$ cat src/design/ssttl_pkg.sv
// types, constants and hash step functions for the set-associative ttl cache
// no dependencies; used by every other design file except ssttl_ram

package ssttl_pkg;

   localparam int SETS        = 256;
   localparam int WAYS        = 4;
   localparam int SET_BITS    = $clog2(SETS);
   localparam int WAY_BITS    = (WAYS > 1) ? $clog2(WAYS) : 1;
   localparam int TTL_BITS    = 31;
   localparam int TTL_US_BITS = 51;

   localparam logic [TTL_BITS-1:0] TTL_RESET  = 31'd3600;
   localparam logic [19:0]         US_PER_SEC = 20'd1000000;
   localparam logic [62:0]         STAMP_MAX  = 63'h7FFF_FFFF_FFFF_FFFF;
   localparam logic [31:0]         HASH_INIT  = 32'h9e3779b9 + 32'd12 + 32'd3923095;

   localparam logic REQ_LOOKUP = 1'b0;
   localparam logic REQ_STORE  = 1'b1;

   typedef enum logic [1:0] {
      STATUS_MISS   = 2'd0,
      STATUS_HIT    = 2'd1,
      STATUS_STORED = 2'd2,
      STATUS_REJECT = 2'd3
   } status_type;

   typedef struct packed {
      logic               req_type;
      logic [31:0]        db_oid;
      logic [31:0]        rel_oid;
      logic signed [15:0] column_num;
      logic [62:0]        now_us;
      logic [63:0]        doc_count_in;
      logic [63:0]        token_count_in;
   } req_item_type;

   typedef struct packed {
      status_type  status;
      logic [63:0] doc_count_out;
      logic [63:0] token_count_out;
   } rsp_item_type;

   typedef struct packed {
      logic        valid;
      logic [31:0] db;
      logic [31:0] rel;
      logic [15:0] col;
      logic [63:0] docs;
      logic [63:0] toks;
      logic [62:0] stamp;
   } entry_type;

   typedef entry_type [WAYS-1:0] row_type;

   typedef struct packed {
      logic [31:0] a;
      logic [31:0] b;
      logic [31:0] c;
   } hash_state_type;

   function automatic logic [31:0] rotl(input logic [31:0] x, input int k);
      return (x << k) | (x >> (32 - k));
   endfunction

   // first half of the mix rounds
   function automatic hash_state_type mix_lo(input hash_state_type s);
      hash_state_type r;
      r = s;
      r.a = r.a - r.c; r.a = r.a ^ rotl(r.c, 4);  r.c = r.c + r.b;
      r.b = r.b - r.a; r.b = r.b ^ rotl(r.a, 6);  r.a = r.a + r.c;
      r.c = r.c - r.b; r.c = r.c ^ rotl(r.b, 8);  r.b = r.b + r.a;
      return r;
   endfunction

   function automatic hash_state_type mix_hi(input hash_state_type s);
      hash_state_type r;
      r = s;
      r.a = r.a - r.c; r.a = r.a ^ rotl(r.c, 16); r.c = r.c + r.b;
      r.b = r.b - r.a; r.b = r.b ^ rotl(r.a, 19); r.a = r.a + r.c;
      r.c = r.c - r.b; r.c = r.c ^ rotl(r.b, 4);  r.b = r.b + r.a;
      return r;
   endfunction

   function automatic hash_state_type fin_lo(input hash_state_type s);
      hash_state_type r;
      r = s;
      r.c = r.c ^ r.b; r.c = r.c - rotl(r.b, 14);
      r.a = r.a ^ r.c; r.a = r.a - rotl(r.c, 11);
      r.b = r.b ^ r.a; r.b = r.b - rotl(r.a, 25);
      r.c = r.c ^ r.b; r.c = r.c - rotl(r.b, 16);
      return r;
   endfunction

   function automatic hash_state_type fin_hi(input hash_state_type s);
      hash_state_type r;
      r = s;
      r.a = r.a ^ r.c; r.a = r.a - rotl(r.c, 4);
      r.b = r.b ^ r.a; r.b = r.b - rotl(r.a, 14);
      r.c = r.c ^ r.b; r.c = r.c - rotl(r.b, 24);
      return r;
   endfunction

endpackage

$ cat src/design/ssttl_hash.sv
// iterative key hash: mix and final rounds, applied in the order mix_lo, mix_hi, fin_lo, fin_hi
// depends on ssttl_pkg

module ssttl_hash import ssttl_pkg::*; (
   input  logic        clock,
   input  logic        reset,
   input  logic        start,
   input  logic [31:0] word0,
   input  logic [31:0] word1,
   input  logic [31:0] word2,
   output logic        done,
   output logic [31:0] hash_value
);

   hash_state_type st_ff, st_in;
   logic [1:0]     cnt_ff, cnt_in;
   logic           busy_ff, busy_in;

   always_comb begin
      st_in   = st_ff;
      cnt_in  = cnt_ff;
      busy_in = busy_ff;
      if (start) begin
         st_in.a = HASH_INIT + word0;
         st_in.b = HASH_INIT + word1;
         st_in.c = HASH_INIT + word2;
         cnt_in  = 2'd0;
         busy_in = 1'b1;
      end else if (busy_ff) begin
         case (cnt_ff)
            2'd0:    st_in = mix_lo(st_ff);
            2'd1:    st_in = mix_hi(st_ff);
            2'd2:    st_in = fin_lo(st_ff);
            default: st_in = fin_hi(st_ff);
         endcase
         cnt_in = cnt_ff + 2'd1;
         if (cnt_ff == 2'd3) begin
            busy_in = 1'b0;
         end
      end
   end

   always_ff @(posedge clock) begin
      if (reset) begin
         cnt_ff  <= 2'd0;
         busy_ff <= 1'b0;
      end else begin
         cnt_ff  <= cnt_in;
         busy_ff <= busy_in;
      end
      st_ff <= st_in;
   end

   // final state is in place the cycle after done
   assign done       = busy_ff && (cnt_ff == 2'd3);
   assign hash_value = st_ff.c;

endmodule
$ cat config.mk
export PLATFORM = sky130hd
export DESIGN_NAME = ssttl_hash
export DESIGN_NICKNAME = d
export VERILOG_FILES = /design/src/design/ssttl_pkg.sv /design/src/design/ssttl_hash.sv
export SDC_FILE = /design/constraint.sdc
export NUM_CORES = 2
export LEC_CHECK = 0
export BUFFER_PORTS_ARGS = -buffer_cell sky130_fd_sc_hd__buf_2
export CAP_MARGIN = 30
export CORE_MARGIN = 2
export CORE_UTILIZATION = 45
export DETAILED_ROUTE_END_ITERATION = 8
export MAX_ROUTING_LAYER = met4
export SLEW_MARGIN = 0
export SYNTH_ARGS = -nofsm -noshare
export SYNTH_HDL_FRONTEND = slang
export SYNTH_SLANG_ARGS = --single-unit
$ cat constraint.sdc
create_clock -name clock -period 18.3 [get_ports clock]
set_clock_uncertainty 0.1 [all_clocks]
set_input_delay 0.915 -clock clock [delete_from_list [all_inputs] [get_ports clock]]
set_output_delay 0.915 -clock clock [all_outputs]
set_load 0.05 [all_outputs]
# Yosys cells after proc, flatten, opt, wreduce, memory -nomap -nowiden
# Cells that the tools add are included.
# Widths: inputs -> output; s select.
# classes
n_addsub,21
multipliers,0
div_mod_pow,0
n_lt_le_gt_ge,0
n_eq_ne,3
shift,0
n_mux,6
bitwise_logic,25
n_reduce_logical,4
# op_table
operator,count
$xor 32x32->32,13
$sub 32x32->32,12
$pmux 96 s3,1
$mux 96,2
$add 32x32->32,5
$add 32x32->32 const A,3
$or 32x14->32,2
$or 32x16->32,2
$or 32x4->32,2
$or 32x11->32,1
$or 32x19->32,1
$or 32x24->32,1
$or 32x25->32,1
$or 32x6->32,1
$or 32x8->32,1
$eq 2x2->1 const B,2
$mux 1,3
$add 2x1->2 const B,1
$eq 2x1->1 const B,1
$logic_not 2->1,1
$reduce_bool 2->1,1
$reduce_or 2->1,1
$logic_and 1x1->1,1
# word_totals
register_bits,99
latch_bits,0
ramBits,0
rom_bits,0
inputBits,99
out_inout_bits,33
elab_cells,64
n_memories,0

# Logic depth before layout (Yosys ltp)
# depth
depth_word,11
ltp_mapped,62
ltp_nobuf,62

# Least setup slack after synthesis
# No wires, ideal clock.
# synth_timing
kind,register -> register
start,reg st_ff (netlist bit hash_value[2])
end,"reg st_ff (netlist bit hash_value[31]), data pin"
setup_time_ns,0.266
t_arrival_ns,10.420
required_time_ns,17.934
slack_ns,7.514
stages_incl_launch_ff,62
path_cell_list,edfxtp_1 inv_1 ha_1 inv_1 ha_1 nor2b_1 o21ai_0 a21oi_1 o21ai_0 a21oi_1 o21ai_0 a21oi_1 o21ai_0 a21oi_1 o21ai_0 a21oi_1 o21ai_0 a21oi_1 [26 not listed] o2111a_1 o31ai_1 nand2b_1 a21oi_1 xnor2_1 inv_1 ha_1 or3_1 o21ai_0 o31ai_1 o41a_1 a41oi_1 a211o_1 xnor2_1 xnor3_1 a21oi_1 a22oi_1 or3b_1
# synth_rtl
item,line_no,rtl
start: declaration,ssttl_hash.sv:15,"hash_state_type st_ff, st_in;"
start signal: assignment,ssttl_hash.sv:51,st_ff <= st_in;

==> out/qor.yml <==
multi_input_area_um2: 31800
setup_viol: 0
timing.max_slew.rel_slack_pct: 14.85
final_antenna_net_count: 0
yosys_warnings: 0
largest_delay_share_family_worst_path: "compound AO/OA/AOI/OAI gates"
grt_util_all_layers_pct: 50.11
r2r-start: "hash_value[30]"
cts-htree-levels: 3
worst_hold_path.num_cells: 2
finalCriticalPeriod_ps: 14540
final_cells: 6221
detail_route.wl_per_cell_um: 34.59
sequential_share_of_the_synthesized_area_pct: 7.877
final.setup.worst_slack_ps: 3759
biggest_cell_delay_along_the_critical_path_ps: 780
detailedPlacementHpwl_mm: 185.4
worst-endpoint-required_ps: 18380
clock-root-buffer: "sky130_fd_sc_hd__clkbuf_16"
postSynth.topFlopCell: "sky130_fd_sc_hd__edfxtp_1"
grt_setup_unrepaired: "no"
detailroute.via_count: 41730
nets_final: 5773
report.final.hold_viol_count: 0
rows: 105
hold_path.class: "reg2reg"
wirelength_mm: 215.2
number_of_sinks_handled_by_clock_tree_synthesis: 99
areaGrowthSynthToFinish_pct: 6.510
die-area_um2: 85350
final_max_slew_viol_count: 0
drt-initial-drc-count: 5742
post_synth_instance_area_um2: 37360
data_arrival_time_at_the_worst_slack_endpoint_ps: 14620
cts_resized: 0
largest_net_degree_at_the_start_of_global_routing: 76
rrSetupSlack_ps: 3760
final.fill_count: 8379
drv.max_cap_violation_count: 0
period_share_pct: 79.46
tightestPinTransition_ps: 1268
setup_tns_final_ps: 0
mappedNetlistNets: 5684
element_type_at_the_critical_path_end: "flop"
path_depth_of_the_worst_reg2reg_path: 57
cts_inserted_buffers: 9
die-width_um: 292.1
status: "finished, final reports clean"
antenna_violations_before_repair: 13
post_synth_num_cell_types: 112
worst_path_max_delay_cell: "sky130_fd_sc_hd__edfxtp_1"
syn_inst: 5044
ys_ff_latch: 99
worstSetupPathType: "reg2reg"
min_from: "cnt_ff[1]"
crit_path_frequent_cell: "sky130_fd_sc_hd__o21ai_0"
vias_per_cell: 6.708
initial_utilization_pct: 45.50
core-area_um2: 82110
first_pass_iters: 9
commonest_cells_after_routing_fill_and_taps_aside: "sky130_fd_sc_hd__xnor2_1, sky130_fd_sc_hd__inv_1, sky130_fd_sc_hd__ha_1, sky130_fd_sc_hd__a21oi_1, sky130_fd_sc_hd__nor2_1"
dpl_worst_slack_ps: 4549
worstSkewPairLatency_ps: 440
mostFrequentLayoutCell: "sky130_fd_sc_hd__xnor2_1"
first_global_vias: 37050
drt_drc_violations_left: 0
tritoncts: "yes"
count_of_buffers_added_by_post_cts_timing_repair_for_setup: 0
critical_path.n_buffers_inverters: 2
ioPinCount: 132
clock_path_buffers: 2
hold_path_end: "cnt_ff[1]"
critical_path.reg2reg.endpoint: "hash_value[31]"
worstPathMaxFanout: 5
ctsHoldBuffers: 0
fp.dieH_um: 292.1
place_congestion: 1.159
sequential_cell_area_um2: 2943
setup.worst_path.start_class: "flop"
fmax_mhz: 68.77
synth-async-reset-ratio_pct: 0
grt_first_pass_wirelength_mm: 290.7
synth-edff-count: 96
buffer_ports.inserted: 131
dpl.cell_count: 6181
grt_overflow_total: 0
clkTransAtPathRegs_ps: 90
avgSynthCellArea_um2: 7.407
post_route_cells_drive_above_1_share_pct: 6.831
==> stage by stage <==
step           cell area [um2]  util [%]  hold slack [ps]
2_1_floorplan            37360         -            423.9
3_3_place_gp             39160     47.70            458.3
3_5_place_dp             39380     47.96            464.4
4_1_cts                  39670     48.32            475.2
5_1_grt                  39790     48.46            535.1
6_report                 39790     48.46            476.7
==> cells in the mapped netlist (all sizes together) (13+ instances only) <==
library cell  number  area [um2]
a21boi            52       390.4
inv              530        1989
a21o             135        1013
a2111oi           13       157.6
a41oi             16       140.1
xnor2            645        5664
a211oi            54       415.4
o31a              14       123.9
and3              57       356.6
xnor3             15       337.8
o21bai           114       859.6
nand2            307        1152
nor3             140       700.7
a22oi             22       165.2
a31o              20       175.2
clkbuf           101       379.1
o22ai             18       112.6
o21ai            304        1525
nor4              13       81.33
mux2i             16       172.7
o21a              59       442.9
nand3            123       620.6
ha               525        6569
o211ai            38       295.3
nor2             314        1181
nand2b            67       419.2
xor2             200        1778
buf               47       309.0
a221o             24       240.2
a222oi            15       150.1
nand4             26       162.7
o31ai             27       212.7
o41ai             15       131.4
a21oi            392        1969
or2               33       206.5
a221oi            64       566.8
a31oi             50       319.1
edfxtp            96        2883
or3               59       379.1
fa                16       320.3
and2              44       277.8
nor2b             53       331.6
a211o             14       122.6
==> flip-flops by register name, summed over array words and instances, names as in the netlist <==
register and cells:
st_ff 64, hash_value 32, busy_ff 1, cnt_ff 2
==> logic make-up (layout without fill, tap and decap cells) <==
group                      Yosys count  count (layout)  synth area share [%]
AOI/OAI and AO/OA                 1559            1559                 28.21
and+or+nand+nor                   1283            1283                 16.75
xor gates and xnor gates           861             861                 20.89
buffers and inverters              678             772                 7.167
adders and majority gates          544             544                 18.52
DFF                                 99              99                 7.877
muxes                               20              20                0.5827
other                                0              13                     0
==> area by class of cell <==
cell class | instances | area share, %
antenna | 13 | 0.08175
clock buffer | 9 | 0.5660
clock inverter | 7 | 0.1824
inverter | 530 | 4.999
multi-input combinational | 4267 | 79.91
sequential | 99 | 7.395
tap | 1070 | 3.364
timing repair buffer | 226 | 3.496
==> tightest hold or removal path: stages, from the launching register on <==
cell and delay [ps]:
sky130_fd_sc_hd__dfxtp_1 350, sky130_fd_sc_hd__mux2i_1 130, sky130_fd_sc_hd__nor3_1 60
==> how the worst max path moves through the flow <==
stage          cells after the start           start              to  slack [ps]
2_1_floorplan                     61   hash_value[2]  hash_value[31]        7510
3_3_place_gp                      58  hash_value[30]  hash_value[31]        4760
3_5_place_dp                      57  hash_value[30]  hash_value[31]        4550
4_1_cts                           57  hash_value[30]  hash_value[31]        4450
5_1_grt                           57  hash_value[30]  hash_value[31]        2790
6_report                          57  hash_value[30]  hash_value[31]        3760
==> per-layer routing <==
metal	track usage [%]	wire length, um	up-vias
li1	-	-	18320
met2	68.50	84920	2904
met5	-	0	-
met3	15.12	27740	594
met4	35.52	18480	0
met1	62.21	84030	19910
Power is not shown: default switching activity piles up to over one toggle a cycle in this logic, so the estimate is an artifact.
