<file path="config.mk">
export PLATFORM = sky130hd
export DESIGN_NAME = ssttl_ram
export DESIGN_NICKNAME = d
export VERILOG_FILES = /design/src/design/ssttl_ram.sv
export SDC_FILE = /design/constraint.sdc
export NUM_CORES = 1
export LEC_CHECK = 0
export BUFFER_PORTS_ARGS = -buffer_cell sky130_fd_sc_hd__buf_2
export CAP_MARGIN = 40
export CORE_MARGIN = 10
export CORE_UTILIZATION = 30
export DETAILED_ROUTE_END_ITERATION = 8
export PLACE_DENSITY_LB_ADDON = 0.25
export SYNTH_ARGS = -nofsm -noshare
export SYNTH_HDL_FRONTEND = slang
export SYNTH_SLANG_ARGS = --single-unit
export TNS_END_PERCENT = 1
</file>
<file path="constraint.sdc">
create_clock -name clock -period 3.4 [get_ports clock]
set_input_delay 0.68 -clock clock [delete_from_list [all_inputs] [get_ports clock]]
set_output_delay 0.68 -clock clock [all_outputs]
set_load 0.005 [all_outputs]
</file>
<file path="src/design/ssttl_ram.sv">
// generic simple dual-port ram, one write and one registered read port
// no dependencies

module ssttl_ram #(
   parameter int WIDTH = 8,
   parameter int DEPTH = 16
) (
   input  logic                     clock,
   input  logic                     wr_en,
   input  logic [$clog2(DEPTH)-1:0] wr_addr,
   input  logic [WIDTH-1:0]         wr_data,
   input  logic                     rd_en,
   input  logic [$clog2(DEPTH)-1:0] rd_addr,
   output logic [WIDTH-1:0]         rd_data
);

   logic [WIDTH-1:0] mem_ff [DEPTH];
   logic [WIDTH-1:0] rd_data_ff;

   always_ff @(posedge clock) begin
      if (wr_en) begin
         mem_ff[wr_addr] <= wr_data;
      end
      if (rd_en) begin
         rd_data_ff <= mem_ff[rd_addr];
      end
   end

   assign rd_data = rd_data_ff;

endmodule

</file>
# Word-level counts from Yosys, hierarchy flattened
# Memory sizes are Yosys's and may differ from the RTL's. A register that Yosys moved wholly into a read port is not among the register bits.
# Cells that the tools add are included.
# word_totals
regBits,0
ram_bits,128
input_bits,19
out_inout_bits,8
wordCells,3
memories,1
# classes
n_mux,2
# mem_list
name,depth,word_bits,read_ports,rd_clocked_by_memory_dff,wr,line,text
mem_ff,16,8,1,1,1,17,logic [WIDTH-1:0] mem_ff [DEPTH];
# ops
cell,count
two-way mux 1 bit,2

# Logic depth before layout (Yosys ltp)
# Gate-level depths: netlist of run 1.
# depth
depth_word,2
ltp_mapped,5
mapped_depth_nobuf,3

# Least setup slack after synthesis of run 1
# No wires, ideal clock.
# synth_timing
path_type,in2reg
from,input wr_addr[2]
to,memory mem_ff[0][0] (enable)
setup_ns,0.383
t_arrival_ns,1.790
required_ns,3.017
slack_ns,1.227
cell_stages,2
n_path_buf,0
path_cell_list,or3b_2 nor3_1
# synth_rtl
item,line,text
start: declaration,10,"input logic [$clog2(DEPTH)-1:0] wr_addr,"
end: declaration,17,
# No word-level cell before the write port.

==> results.yml, run 1 <==
status:
  status: "finished, final reports clean"
synth:
  ys_top_cells_by_area: "edfxtp_1 (78%), mux4_2 (7.8%), mux4_1 (7.0%), a22oi_1 (2.3%), nor2_1 (0.93%)"
  synth_top_area_share_pct: 78.1
  synth-edff-count: 136
  ys_seq_elements: 136
  syn_avg_cell_area_sq_um: 22.8
  synth_cells: 229
  ys_top_cells_by_count: "edfxtp_1 (136), mux4_2 (18), a22oi_1 (16), mux4_1 (14), nor2_1 (13)"
  ys_warn_count: 0
  yosysMostFrequentCell: "edfxtp_1"
  synth_top_area_cell: "edfxtp_1"
  yosysSeqAreaShare_pct: 78.1
  synth_flop_cell: "edfxtp_1"
  async_reset_ff_share_pct: 0
  synth_area_sq_um: 5230
  syn_nets: 248
  ys_types: 18
worst_hold_path:
  min_path_type: "input pin to flip-flop"
drt:
  drt-total-wl_um: 11000
  drt-initial-drc-count: 193
  vias: 2423
  drc: 0
  vias_per_cell: 4.67
  drtAntennaViolNets: 0
  firstDrtPassIters: 4
  wire_per_inst_um: 21.1
setup_path:
  cpLargestDelayFamily: "buffers and inverters"
  cp_max_fo: 22
  slowest_stage: "mux4_1"
  cp_num_buf_inv: 2
  crit_chain: "buf_2 > buf_12 > mux4_1 > a22oi_1 > nand2_1"
  worstPathRequired_ps: 3560
  start_kind: "input pin"
  critPathKind: "input pin to flip-flop"
  cpPeakStageDelay_ps: 580
  critPathCaptureType: "flip-flop"
  arrival_ps: 2290
job:
  drv_cap: 0
pwr:
  netSwitchingFraction_pct: 20.0
  seq_power_share_pct: 47.7
  p_per_area_nw_per_um2: 631
  p_leak_nw: 2.10
  max-vdd-ir-drop_uv: 337
  p_switching_uw: 796
  finalPower_mw: 3.99
  p_clk_share_pct: 48.1
  internal_power_mw: 3.19
  p_comb_share_pct: 4.2
floorplan:
  die_x_um: 152
  io_pins: 27
  fp.dieH_um: 152
  start_util_pct: 30.4
  die_area_sq_um: 23100
  core-area_sq_um: 17200
  num_rows: 48
place:
  gp_routability_congestion: 0.720
  portBuffers: 26
  preCtsSetupSlack_ps: 798
  place_hpwl_um: 6940
clock_network:
  cts_max_level: 4
  cts_buffers: 17
  cts_resized: 0
  clock-root-buffer: "clkbuf_16"
  cts.sinks: 136
  post_cts_buffers: 0
  clk_pin_slew_ps: 60
  cts_hold_buf: 0
  cts_tree: "built"
  clockBufferDepth: 2
  clk-insertion-delay-late_ps: 420
sta:
  fmax_mhz: 470
  slew_violations: 0
  layout_setup_ws_ps: 1270
  period_share_pct: 62.6
  period_needed_ps: 2130
  hold_viol: 0
  tns_ps: 0
  grt_setup_unrepaired: "no"
  setup_viol: 0
  slew_headroom_pct: 42.4
  clock_skew_ps: 5.42
  worst_slew_pin_slew_ps: 861
grt:
  grt_pass1_wl_um: 16500
  gr-total-overflow: 0
  antenna_found_initial: 0
  grt_max_degree: 23
  grt_pass1_vias: 2660
  grt_util_all_layers_pct: 9.77
cells_and_area:
  drive_gt1_share_pct: 31.6
  final_nets: 300
  num_antenna_cells: 0
  area_growth_pct: 20.9
[cell usage in the layout, fill, tap and decap left out, drive strengths merged]
cell type,count
edfxtp,136
buf,43
mux4,32
clkbuf,17
a22oi,16
nor2,13
nand2,9
clkinv,5
nor3,4
clkinvlp,4
bufinv,4
nand3b,2
nand2b,2
inv,2
nor2b,1
and2,1
and2b,1
nand3,1
or3b,1
[metal layers]
layer  vias to the layer above  track usage (%)  wire length [um]
li1                       1085                -                 -
met1                      1262             12.4              5140
met2                        65             14.9              5200
met3                        11             3.92               519
met4                         0             3.03               100
met5                         -                0                 0
[area by class of cell]
type | instances | area [sq um]
Clock buffer | 17 | 425
Clock inverter | 15 | 201
Fill cell | 1604 | 10900
Multi-Input combinational cell | 83 | 1060
Sequential cell | 136 | 4080
Tap cell | 225 | 282
Timing Repair Buffer | 43 | 270
[per-stage QoR]
step           utilization (%)  cell area, sq um  instances  hold WS (ps)
2_1_floorplan                -              5230        229           705
3_3_place_gp              33.0              5670        484           739
3_5_place_dp              33.1              5690        487           746
4_1_cts                   36.8              6320        519           637
5_1_grt                   36.8              6320        519           639
6_report                  36.8              6320        519           648
[final timing paths]
path,startpoint,endpoint,slack (ps),cells past startpoint
max reg2reg,mem_ff[1][5],rd_data[5],1910,3
min reg2reg,mem_ff[4][3],rd_data[3],760,3
max,rd_addr[0],rd_data[5],1270,5
min,rd_en,rd_data[5],650,1
[logic make-up after synthesis]
| kind of cell | synth area share, % |
|---|---|
| flops | 78.1 |
| simple gates | 3.14 |
| mux | 14.8 |
| compound gates | 2.30 |
| buf+inv | 1.65 |
[registers in the layout (all words and copies together), names as in the netlist]
name and cells:
mem_ff 128, rd_data 8
[power by group through the flow]
stage	combinational (mW)	sequential [mW]	clock, mW
6_report	0.169	1.90	1.92
5_1_grt	0.186	1.90	2.05
4_1_cts	0.174	1.90	1.96
3_5_place_dp	0.173	1.94	0
3_3_place_gp	0.171	1.94	0
2_1_floorplan	0.0953	1.93	0
Note: power is estimated with default switching activity, not from simulation.
==> inputs of run 2 (changes only) <==
==> constraint.sdc (replaced) <==
create_clock -name clock -period 1.8 [get_ports clock]
set_input_delay 0.36 -clock clock [delete_from_list [all_inputs] [get_ports clock]]
set_output_delay 0.36 -clock clock [all_outputs]
set_load 0.005 [all_outputs]
==> results.yml, run 2 (same netlist as run 1, synthesis figures left out) <==
status:
  status: "finished, final reports clean"
cells_and_area:
  layout_common_cells: "edfxtp_1 (136), buf_2 (26), buf_4 (25)"
  final_common_cell: "edfxtp_1"
  area_growth_pct: 21.1
  final_nets: 311
  largest_register_ffs: 128
  postLayoutCellArea_sq_um: 6330
  drive_gt1_share_pct: 31.1
  top_register: "mem_ff"
  final_util_pct: 36.9
  num_antenna_cells: 0
grt:
  grt_pass1_vias: 2619
  grt_pass1_wl_um: 16100
  grt_max_degree: 22
  gr-total-overflow: 0
  antenna_found_initial: 0
  grt_util_all_layers_pct: 9.50
drt:
  vias: 2394
  vias_per_cell: 4.54
  firstDrtPassIters: 4
  drt-initial-drc-count: 185
  drt-total-wl_um: 10400
  drtAntennaViolNets: 0
  drc: 0
  wire_per_inst_um: 19.7
clock_network:
  cts_resized: 0
  cts.sinks: 136
  clock-root-buffer: "clkbuf_16"
  clockBufferDepth: 2
  cts_max_level: 4
  cts_hold_buf: 0
  clk-insertion-delay-late_ps: 410
  cts_buffers: 17
  cts_tree: "built"
  post_cts_buffers: 0
  clk_pin_slew_ps: 50
sta:
  slew_headroom_pct: 45.1
  grt_setup_unrepaired: "no"
  period_needed_ps: 1540
  period_share_pct: 85.4
  setup_viol: 0
  worst_slew_pin_slew_ps: 822
  hold_viol: 0
  whs_ps: 329
  clock_skew_ps: 9.43
  fmax_mhz: 650
  slew_violations: 0
floorplan:
  num_rows: 48
  start_util_pct: 30.4
  die_x_um: 152
  io_pins: 27
  fp.dieH_um: 152
  die_area_sq_um: 23100
  core-area_sq_um: 17200
setup_path:
  critPathKind: "input pin to flip-flop"
  crit_chain: "buf_2 > buf_12 > mux4_1 > a22oi_1 > nand2_1"
  cp_num_buf_inv: 2
  startpoint: "rd_addr[0]"
  critPathCaptureType: "flip-flop"
  cpPeakStageDelay_ps: 560
  regToRegStartpoint: "mem_ff[5][3]"
  crit_cells: 5
  slowest_stage: "mux4_1"
  cp_max_fo: 11
  worstPathRequired_ps: 1960
  timing.rr.end: "rd_data[3]"
  arrival_ps: 1700
  r2r_slack_ps: 280
  reg2reg_depth: 3
  cpLargestDelayFamily: "multiplexers"
  start_kind: "input pin"
pwr:
  p_clk_share_pct: 44.2
  p_leak_nw: 2.12
  p_comb_share_pct: 4.8
  seq_power_share_pct: 51.0
  finalPower_mw: 7.04
  netSwitchingFraction_pct: 18.9
  p_switching_mw: 1.33
  internal_power_mw: 5.71
  max-vdd-ir-drop_uv: 607
  p_per_area_nw_per_um2: 1110
job:
  drv_cap: 0
worst_hold_path:
  min_path_type: "input pin to flip-flop"
  worst_hold_startpoint: "rd_en"
  holdPathStages: 1
  min_to: "rd_data[0]"
place:
  dpl_cell_area_sq_um: 5810
  gp_routability_congestion: 0.719
  place_hpwl_um: 7100
  portBuffers: 26
==> run 2: cell type report <==
cell class | count | area [sq um]
multi-input combinational | 83 | 1060
tap | 225 | 282
fill | 1623 | 10800
clock inverter | 7 | 80.1
sequential | 136 | 4080
timing repair buffer | 54 | 378
clock buffer | 22 | 444
==> run 2: worst reg2reg max path, stage by stage, from the launching register on <==
cell and delay [ps]:
edfxtp_1 360, mux4_1 530, a22oi_1 290, nand2_1 90
==> run 2: stage by stage <==
step / std cells / TNS [ps] / worst slack [ps]
global placement: 498 / -1000 / -193
CTS: 527 / 0 / 276
global route: 527 / 0 / 200
finish: 527 / 0 / 262
detailed placement: 498 / -890 / -162
floorplan: 229 / 0 / 158
==> run 2: power by group through the flow <==
| stage | Clock [mW] | Combinational, mW | Sequential [mW] |
|---|---|---|---|
| final | 3.11 | 0.340 | 3.59 |
| after global placement | 0 | 0.346 | 3.65 |
| after global routing | 3.34 | 0.376 | 3.59 |
| after detailed placement | 0 | 0.349 | 3.65 |
| after CTS | 3.18 | 0.350 | 3.59 |
| after floorplan | 0 | 0.180 | 3.65 |
==> run 2: worst max path at each step <==
stage / end / slack (ps)
2_1_floorplan: rd_data[1] / 160
3_3_place_gp: rd_data[7] / -190
3_5_place_dp: rd_data[3] / -160
4_1_cts: rd_data[7] / 280
5_1_grt: rd_data[3] / 200
6_report: rd_data[3] / 260
==> run 2: metal layers <==
layer / vias up / track usage [%] / share of wire (%)
li1: 1103 / - / -
met1: 1222 / 11.6 / 45
met2: 55 / 14.7 / 50
met3: 14 / 3.05 / 3.5
met4: 0 / 4.95 / 2.2
met5: - / 0 / 0
==> inputs of run 3 (changes only) <==
--- a/config.mk
+++ b/config.mk
@@ -10,7 +10,7 @@
 export CORE_MARGIN = 10
 export CORE_UTILIZATION = 30
 export DETAILED_ROUTE_END_ITERATION = 8
-export PLACE_DENSITY_LB_ADDON = 0.25
+export PLACE_DENSITY = 0.58
 export SYNTH_ARGS = -nofsm -noshare
 export SYNTH_HDL_FRONTEND = slang
 export SYNTH_SLANG_ARGS = --single-unit
==> constraint.sdc (replaced) <==
create_clock -name clock -period 1.3 [get_ports clock]
set_input_delay 0.26 -clock clock [delete_from_list [all_inputs] [get_ports clock]]
set_output_delay 0.26 -clock clock [all_outputs]
set_load 0.005 [all_outputs]
==> results.yml, run 3 (same netlist as run 1, synthesis figures left out) <==
floorplan:
  fp.dieH_um: 152
  die_area_sq_um: 23100
  io_pins: 27
  start_util_pct: 30.4
  core-area_sq_um: 17200
  die_x_um: 152
  num_rows: 48
drt:
  vias: 2432
  wire_per_inst_um: 19.3
  drc: 0
  drt-total-wl_um: 10300
  firstDrtPassIters: 4
  drt-initial-drc-count: 202
  vias_per_cell: 4.56
  drtAntennaViolNets: 0
grt:
  antenna_found_initial: 0
  grt_pass1_vias: 2699
  grt_util_all_layers_pct: 9.35
  grt_max_degree: 18
  gr-total-overflow: 0
  grt_pass1_wl_um: 16000
sta:
  period_share_pct: 109
  grt_setup_unrepaired: "yes"
  worst_slew_pin_slew_ps: 920
  fmax_mhz: 708
  slew_violations: 0
  layout_setup_ws_ps: -111
  period_needed_ps: 1410
  slew_headroom_pct: 38.5
  setup_viol: 8
  clock_skew_ps: 5.97
  hold_viol: 0
clock_network:
  clk_pin_slew_ps: 60
  clockBufferDepth: 2
  cts_tree: "built"
  cts_buffers: 17
  post_cts_buffers: 0
  cts_max_level: 4
  clock-root-buffer: "clkbuf_16"
  clk-insertion-delay-late_ps: 410
  cts.sinks: 136
place:
  gp_routability_congestion: 0.712
  portBuffers: 26
  preCtsSetupSlack_ps: -504
  dp.cells: 501
  place_hpwl_um: 7140
  dpl_cell_area_sq_um: 5810
cells_and_area:
  postLayoutCellArea_sq_um: 6330
  final_common_cell: "edfxtp_1"
  instances_no_fill: 533
  layout_common_cells: "edfxtp_1 (136), mux4_2 (32), buf_4 (27)"
  area_growth_pct: 21.1
  nFillCells: 1616
  top_register: "mem_ff"
  final_nets: 314
  largest_register_ffs: 128
  drive_gt1_share_pct: 41.6
  num_antenna_cells: 0
worst_hold_path:
  min_path_type: "input pin to flip-flop"
  holdPathStages: 1
setup_path:
  critPathKind: "flip-flop to flip-flop"
  arrival_ps: 1560
  worstPathRequired_ps: 1450
  start_kind: "flip-flop"
  critPathCaptureType: "flip-flop"
  reg2reg_depth: 3
  cp_max_fo: 1
status:
  violations: "setup timing"
  status: "complete, but fails checks"
pwr:
  max-vdd-ir-drop_uv: 982
  p_per_area_nw_per_um2: 1490
  p_leak_nw: 2.09
job:
  drv_cap: 0
[run 3: cell count changes in the layout (fill, tap and decap cells not counted), moves of 2 or more]
| cell | before | now |
|---|---|---|
| a22oi_1 | 16 | 9 |
| clkbuf_1 | 5 | 0 |
| mux4_1 | 14 | 0 |
| mux4_2 | 18 | 32 |
| nor2_2 | 0 | 3 |
| buf_4 | 25 | 27 |
| nor2_1 | 13 | 10 |
| clkinv_2 | 1 | 10 |
| bufinv_16 | 2 | 0 |
| a22oi_2 | 0 | 7 |
[run 3: worst paths after layout]
path	end	slack, ps	from
worst max-delay path	rd_data[7]	-110	mem_ff[2][7]
worst min-delay path	rd_data[3]	220	rd_en
worst max register to register	rd_data[7]	-110	mem_ff[2][7]
worst min register to register	rd_data[3]	750	mem_ff[14][3]
[run 3: what timing repair did]
item	4_1_cts	5_1_grt
endpoints found under the hold margin	0	0
resized for setup	7	1
pin swaps	1	2
endpoints found under the setup margin	9	9
hold buffers	0	0
[run 3: stage by stage]
stage | hold slack (ps) | util [%] | total power [mW] | TNS (ps)
final | 217 | 36.9 | 9.46 | -710
after global routing | 212 | 36.9 | 9.81 | -1140
after CTS | 213 | 36.8 | 9.57 | -816
after detailed placement | 656 | 33.8 | 5.56 | -18510
after global placement | 646 | 33.8 | 5.54 | -17050
after floorplan | 359 | - | 5.33 | -8030
[run 3: cell type report]
cell class / instances / area [sq um] / area share [%]
tap: 225 / 282 / 4.45
timing repair buffer: 57 / 413 / 6.52
clock inverter: 15 / 68.8 / 1.09
sequential: 136 / 4080 / 64.5
clock buffer: 17 / 425 / 6.72
multi-input combinational: 83 / 1060 / 16.7
[run 3: per-layer routing]
| layer | up-vias | part of all wire, % | track usage [%] |
|---|---|---|---|
| met5 | - | 0 | 0 |
| met4 | 0 | 1.6 | 5.00 |
| met3 | 17 | 6.8 | 3.33 |
| met2 | 74 | 50 | 14.8 |
| met1 | 1239 | 42 | 10.9 |
| li1 | 1102 | - | - |
[run 3: critical path, stage by stage, from the launching register on]
cell and delay [ps]:
edfxtp_1 360, mux4_2 470, a22oi_2 200, nand2_1 110
[run 3: where the power goes]
group / switching (mW) / internal, mW
logic: 0.276 / 0.230
registers: 0.0239 / 4.94
clock network: 1.63 / 2.35
